**src/hdl/sme_pkg.sv**
```systemverilog
// Shared types and constants of the small matrix engine.
package sme_pkg;

    // Width of the exact sum of up to eight 64-bit products.
    localparam int unsigned ACC_W = 67;

    typedef enum logic [2:0] {
        OP_LOAD_A = 3'd0,
        OP_LOAD_B = 3'd1,
        OP_ADD    = 3'd2,
        OP_MUL    = 3'd3,
        OP_TRANS  = 3'd4,
        OP_SCALE  = 3'd5,
        OP_DOT    = 3'd6
    } t_op;

    localparam logic [1:0] ST_OK    = 2'd0;
    localparam logic [1:0] ST_SHAPE = 2'd1;
    localparam logic [1:0] ST_EMPTY = 2'd2;

    // Control that travels alongside each operand pair into the MAC unit.
    typedef struct packed {
        logic valid;
        logic first;
        logic last;
    } t_mac_ctl;

endpackage

```
**src/hdl/sme_mac.sv**
```systemverilog
// Pipelined multiply-accumulate unit with fixed-point truncation and saturation.
module sme_mac #(
    parameter int FRAC_BITS = 16
) (
    input  logic                i_clk,
    input  logic                i_rst_n,
    input  sme_pkg::t_mac_ctl   i_ctl,
    input  logic signed [31:0]  i_x,
    input  logic signed [31:0]  i_y,
    output logic                o_valid,
    output logic signed [31:0]  o_value
);

    localparam logic signed [sme_pkg::ACC_W-1:0] MAX_V =
        sme_pkg::ACC_W'(64'sd2147483647);
    localparam logic signed [sme_pkg::ACC_W-1:0] MIN_V = -MAX_V - 1;

    logic signed [63:0]               r_prod;
    sme_pkg::t_mac_ctl                r_ctl;
    logic signed [sme_pkg::ACC_W-1:0] r_acc;
    logic                             r_done;
    logic signed [sme_pkg::ACC_W-1:0] w_prod_ext;
    logic signed [sme_pkg::ACC_W-1:0] w_shift;

    assign w_prod_ext = sme_pkg::ACC_W'(r_prod);
    assign w_shift    = r_acc >>> FRAC_BITS;

    always_ff @(posedge i_clk) begin
        r_prod <= i_x * i_y;
        if (r_ctl.valid) begin
            r_acc <= r_ctl.first ? w_prod_ext : r_acc + w_prod_ext;
        end
        if (w_shift > MAX_V) begin
            o_value <= 32'sh7FFFFFFF;
        end else if (w_shift < MIN_V) begin
            o_value <= 32'sh80000000;
        end else begin
            o_value <= w_shift[31:0];
        end
        if (!i_rst_n) begin
            r_ctl   <= '0;
            r_done  <= 1'b0;
            o_valid <= 1'b0;
        end else begin
            r_ctl   <= i_ctl;
            r_done  <= r_ctl.valid && r_ctl.last;
            o_valid <= r_done;
        end
    end

endmodule

```
**config.mk**
```make
export PLATFORM = sky130hd
export DESIGN_NAME = sme_mac
export DESIGN_NICKNAME = d
export VERILOG_FILES = /design/src/hdl/sme_pkg.sv /design/src/hdl/sme_mac.sv
export SDC_FILE = /design/constraint.sdc
export NUM_CORES = 2
export LEC_CHECK = 0
export ABC_CLOCK_PERIOD_IN_PS = 11800
export BUFFER_PORTS_ARGS = -buffer_cell sky130_fd_sc_hd__buf_2
export CAP_MARGIN = 30
export CELL_PAD_IN_SITES_DETAIL_PLACEMENT = 1
export CELL_PAD_IN_SITES_GLOBAL_PLACEMENT = 1
export CORE_UTILIZATION = 45
export DETAILED_ROUTE_END_ITERATION = 10
export PLACE_DENSITY = 0.84
export SLEW_MARGIN = 10
export SYNTH_ARGS = -nofsm -noshare
export SYNTH_HDL_FRONTEND = slang
export SYNTH_SLANG_ARGS = --single-unit
```
**constraint.sdc**
```tcl
create_clock -name i_clk -period 11.8 [get_ports i_clk]
set_clock_uncertainty 0.2 [all_clocks]
set_input_delay 2.36 -clock i_clk [delete_from_list [all_inputs] [get_ports i_clk]]
set_output_delay 2.36 -clock i_clk [all_outputs]
set_load 0.005 [all_outputs]
```
# Yosys cells after proc, flatten, opt, wreduce, memory -nomap -nowiden
# Index checks and enable logic that the tools add are counted.
[totals]
out_inout_bits = 33
inputBits = 69
wordCells = 15
register_bits = 168
[classes]
mul = 1
order_cmp = 2
n_reduce_logical = 1
addsub = 1
n_mux = 2
[ops]
columns = ["cell", "n"]
rows = [
  ["$add A67 B64 Y67", 1],
  ["$mux W67", 1],
  ["$mul A32 B32 Y64", 1],
  ["$gt A51 B32 Y1 const B", 1],
  ["$lt A51 B32 Y1 const B", 1],
  ["$mux W32", 1],
  ["$logic_and A1 B1 Y1", 1],
]

# Longest topological paths before layout
[logic_depth]
word_depth = 2
depth_mapped = 29
ltp_nobuf = 27

# Worst setup path after synthesis
# No wires, ideal clock.
[synth_timing]
path_type = "in2reg"
from = "input port i_y[2]"
to = "register r_prod[61]"
required_ps = 11480
setup_ps = 120
slack_ps = 2010
stages = 26
arrival_time_ps = 9470
n_path_buf = 1
path_cell_list = "clkbuf_1 -> nand2_1 -> inv_1 -> fa_1 -> fa_1 -> fa_1 -> fa_1 -> inv_1 -> fa_1 -> inv_1 -> fa_1 -> inv_1 -> fa_1 -> inv_1 -> fa_1 -> ha_1 -> a21o_1 -> a21o_1 -> a21o_1 -> a31oi_1 -> o21ai_0 -> a21o_1 -> a21o_1 -> a21oi_1 -> a21boi_0 -> o31a_1"
[synth_between]
elab_chain_cells = 1
[synth_rtl]
columns = ["element", "line_no", "rtl"]
rows = [
  ["from (decl)", "sme_mac.sv:9", "input logic signed [31:0] i_y,"],
  ["$mul A32 B32 Y64", "sme_mac.sv:29", "r_prod <= i_x * i_y;"],
  ["to (signal assigned)", "sme_mac.sv:29", ""],
  ["to (decl)", "sme_mac.sv:18", "logic signed [63:0] r_prod;"],
]
# Every way passes these cells.
# A chain may end at the register's enable or synchronous reset.

# Worst setup path after layout
[layout_timing]
from = "input port i_y[5]"
to = "register r_prod[63]"
# Same word-level chain as after synthesis.

==> results.txt <==
htree depth: 4
fmax: 0.09290 GHz
final core utilization: 0.4772
Post-DRT Antenna Nets: 0
Worst slew margin: 0.3575
WL/cell: 23.24 microns
Initial Util: 0.4556
Die X-Extent: 318.1 microns
initial antenna violation count: 7
1st-pass router iterations: 5
crit start category: input pin
CTS Buf Count: 17
Synth Area in Simple Gates: 0.1598
max-cap viol count: 0
Tcrit/Tclk final: 0.9122
most common library cell in the layout ignoring fill and taps: fa_1
Core ar.: 98,710 sq um
Remaining Overflow, GRT: 0
final hold violations: 0
Setup WS pre-CTS: 0.6052 ns
post-synth cell types: 71
most frequent cells in the layout: 1,083 x fa_1, 959 x inv_1, 684 x nand2_1, 523 x and2_1, 250 x ha_1
syn_area_per_cell: 9.322 sq um
Cells after Synth: 4,824
Max clock buf depth: 2
xor/xnor share of the synthesized area: 0.02512
crit path kind: input pin to flip-flop
Root Driver: clkbuf_16
post-route DRC violation count: 0
routability-driven placement congestion ratio: 0.8995
CP peak stage delay: 0.66 ns
Syn. warnings: 0
Worst Path Max Fanout: 32
Seq cells post-synth: 168
worst min-delay path class: flip-flop to flip-flop
asr flop ratio synth: 0
Fin Setup TNS: 0 ns
Post-Layout Cell Count: 6,029
Final Worst Setup Slack: 1.036 ns
Inst Count DP: 5,990
CTS sink count: 168
GRT Util Overall: 0.2866
vias in the first global route: 40,520
Post-CTS Setup Bufs: 0
top_reg_cell synth: dfxtp_1
P&R area growth vs syn: 4.755%
cell mode on critical path: fa_1
outcome: finished clean
mux share of post-synthesis cell area: 0.001725
Worst-Skew Late Latency: 0.46 ns
slowest CP cell: fa_1
port bufs: 101
data arrival time of the worst path: 10.89 ns
Worst-Margin Slew: 0.9637 ns
CTS tree: done
Initial DRC Count: 1,911
RSZ-0062 raised after global routing: false
crit path capture type: flip-flop
worst path required time: 11.93 ns
largest net degree at the start of global routing: 108
Slew Limit Fails: 0
die height: 318.1 microns
Rows: 115
adder-cell area share of the yosys netlist: 0.5517
ratio of cells with drive above 1 in the final layout: 0.04094
Synth Area in Compound Gates: 0.07003
Setup violations, final: 0
Vias/cell: 5.612
first-pass GRT wire length: 225.0 mm
Post-synth EDFFs: 67
Syn Std Cell Area: 44,970 sq um
number of top-level pins: 102
final wirelength: 140.1 mm
die area: 101,200 sq um
sequential area share after synthesis: 0.08970
post-DP HPWL: 116.3 mm
Vias: 33,830
CTS Hold Bufs: 0
final worst path period need: 10.76 ns
Clock Pin Slew Worst Setup and Hold Paths: 0.07 ns
largest family of logic cells by synthesized area: adder cells
CTS resizes: 0
Final #Nets: 6,128
syn_nets: 6,226
-- layer usage --
layer,GRT usage,routed length [microns],vias up
li1,-,-,14300
met1,0.3384,53660,17850
met2,0.5106,71060,1234
met3,0.04306,7914,448
met4,0.1364,7451,6
met5,0,37,-
-- critical path, delay by kind of cell --
kind | cells | cell delay, ns
AO/OA/AOI/OAI | 6 | 1.52
XOR/XNOR | 1 | 0.08
adder cells (fa/ha/maj) | 9 | 4.31
buffers and inverters | 6 | 1.97
AND/OR/NAND/NOR | 3 | 0.61
-- layout make-up --
| cell class | instances | area, sq um |
|---|---|---|
| antenna | 3 | 7.507 |
| clock inverter | 14 | 167.7 |
| tap | 1287 | 1610 |
| inverter | 961 | 3607 |
| fill | 11310 | 51600 |
| timing repair buffer | 143 | 865.8 |
| multi-input combinational | 3435 | 36360 |
| clock buffer | 18 | 450.4 |
| sequential | 168 | 4039 |
-- cells by family (layout without fill, tap and decap cells) --
family / count (synthesis) / count (layout)
AND/OR/NAND/NOR: 1472 / 1472
adder cells (fa/ha/maj): 1333 / 1333
AO/OA/AOI/OAI: 494 / 494
other: 0 / 3
multiplexers: 7 / 7
XOR/XNOR: 129 / 129
buffers and inverters: 1221 / 1136
flip-flops: 168 / 168
-- sequential cells by signal, summed over array words and instances, names as in the netlist --
name and count:
o_valid 1, o_value 32, r_acc 67, r_ctl 3, r_done 1, r_prod 64
-- cells in the mapped netlist (5+ instances only) --
cell	n	area (sq um)
a211oi_1	17	127.6
a21boi_0	6	45.04
a21o_1	70	525.5
a21oi_1	134	670.6
a221oi_1	6	52.55
a31oi_1	19	118.9
a41oi_1	7	61.31
and2_1	523	3272
and3_1	10	62.56
clkbuf_1	259	972.2
dfxtp_1	101	2022
edfxtp_1	67	2012
fa_1	1083	21680
ha_1	250	3128
inv_1	959	3600
nand2_1	684	2567
nand2b_1	16	100.1
nand3_1	36	180.2
nand4_1	45	281.5
nor2_1	103	386.6
nor2b_1	15	93.84
nor3_1	18	90.09
nor4_1	10	62.56
o2111ai_1	5	43.79
o211ai_1	11	82.58
o21a_1	12	90.09
o21ai_0	123	615.6
o21ai_1	11	55.05
o21bai_1	22	165.2
o221ai_1	5	43.79
o31ai_1	7	52.55
xnor2_1	82	718.2
xor2_1	47	411.6
-- metrics by stage --
step	instance area, sq um	hold slack (ns)
2_1_floorplan	44970	0.2057
3_3_place_gp	46410	0.2105
3_5_place_dp	46410	0.2427
4_1_cts	47030	0.2614
5_1_grt	47110	0.2908
6_report	47110	0.2520
-- final timing paths --
check | from | to | slack [ns] | cells after the start
max | i_y[5] | r_prod[63] | 1.04 | 25
min | r_done | o_valid | 0.25 | 1
max reg2reg | r_acc[1] | r_acc[59] | 7.53 | 11
min reg2reg | r_done | o_valid | 0.25 | 1
Power is not shown: default switching activity piles up to over one toggle a cycle in this logic, so the estimate is an artifact.
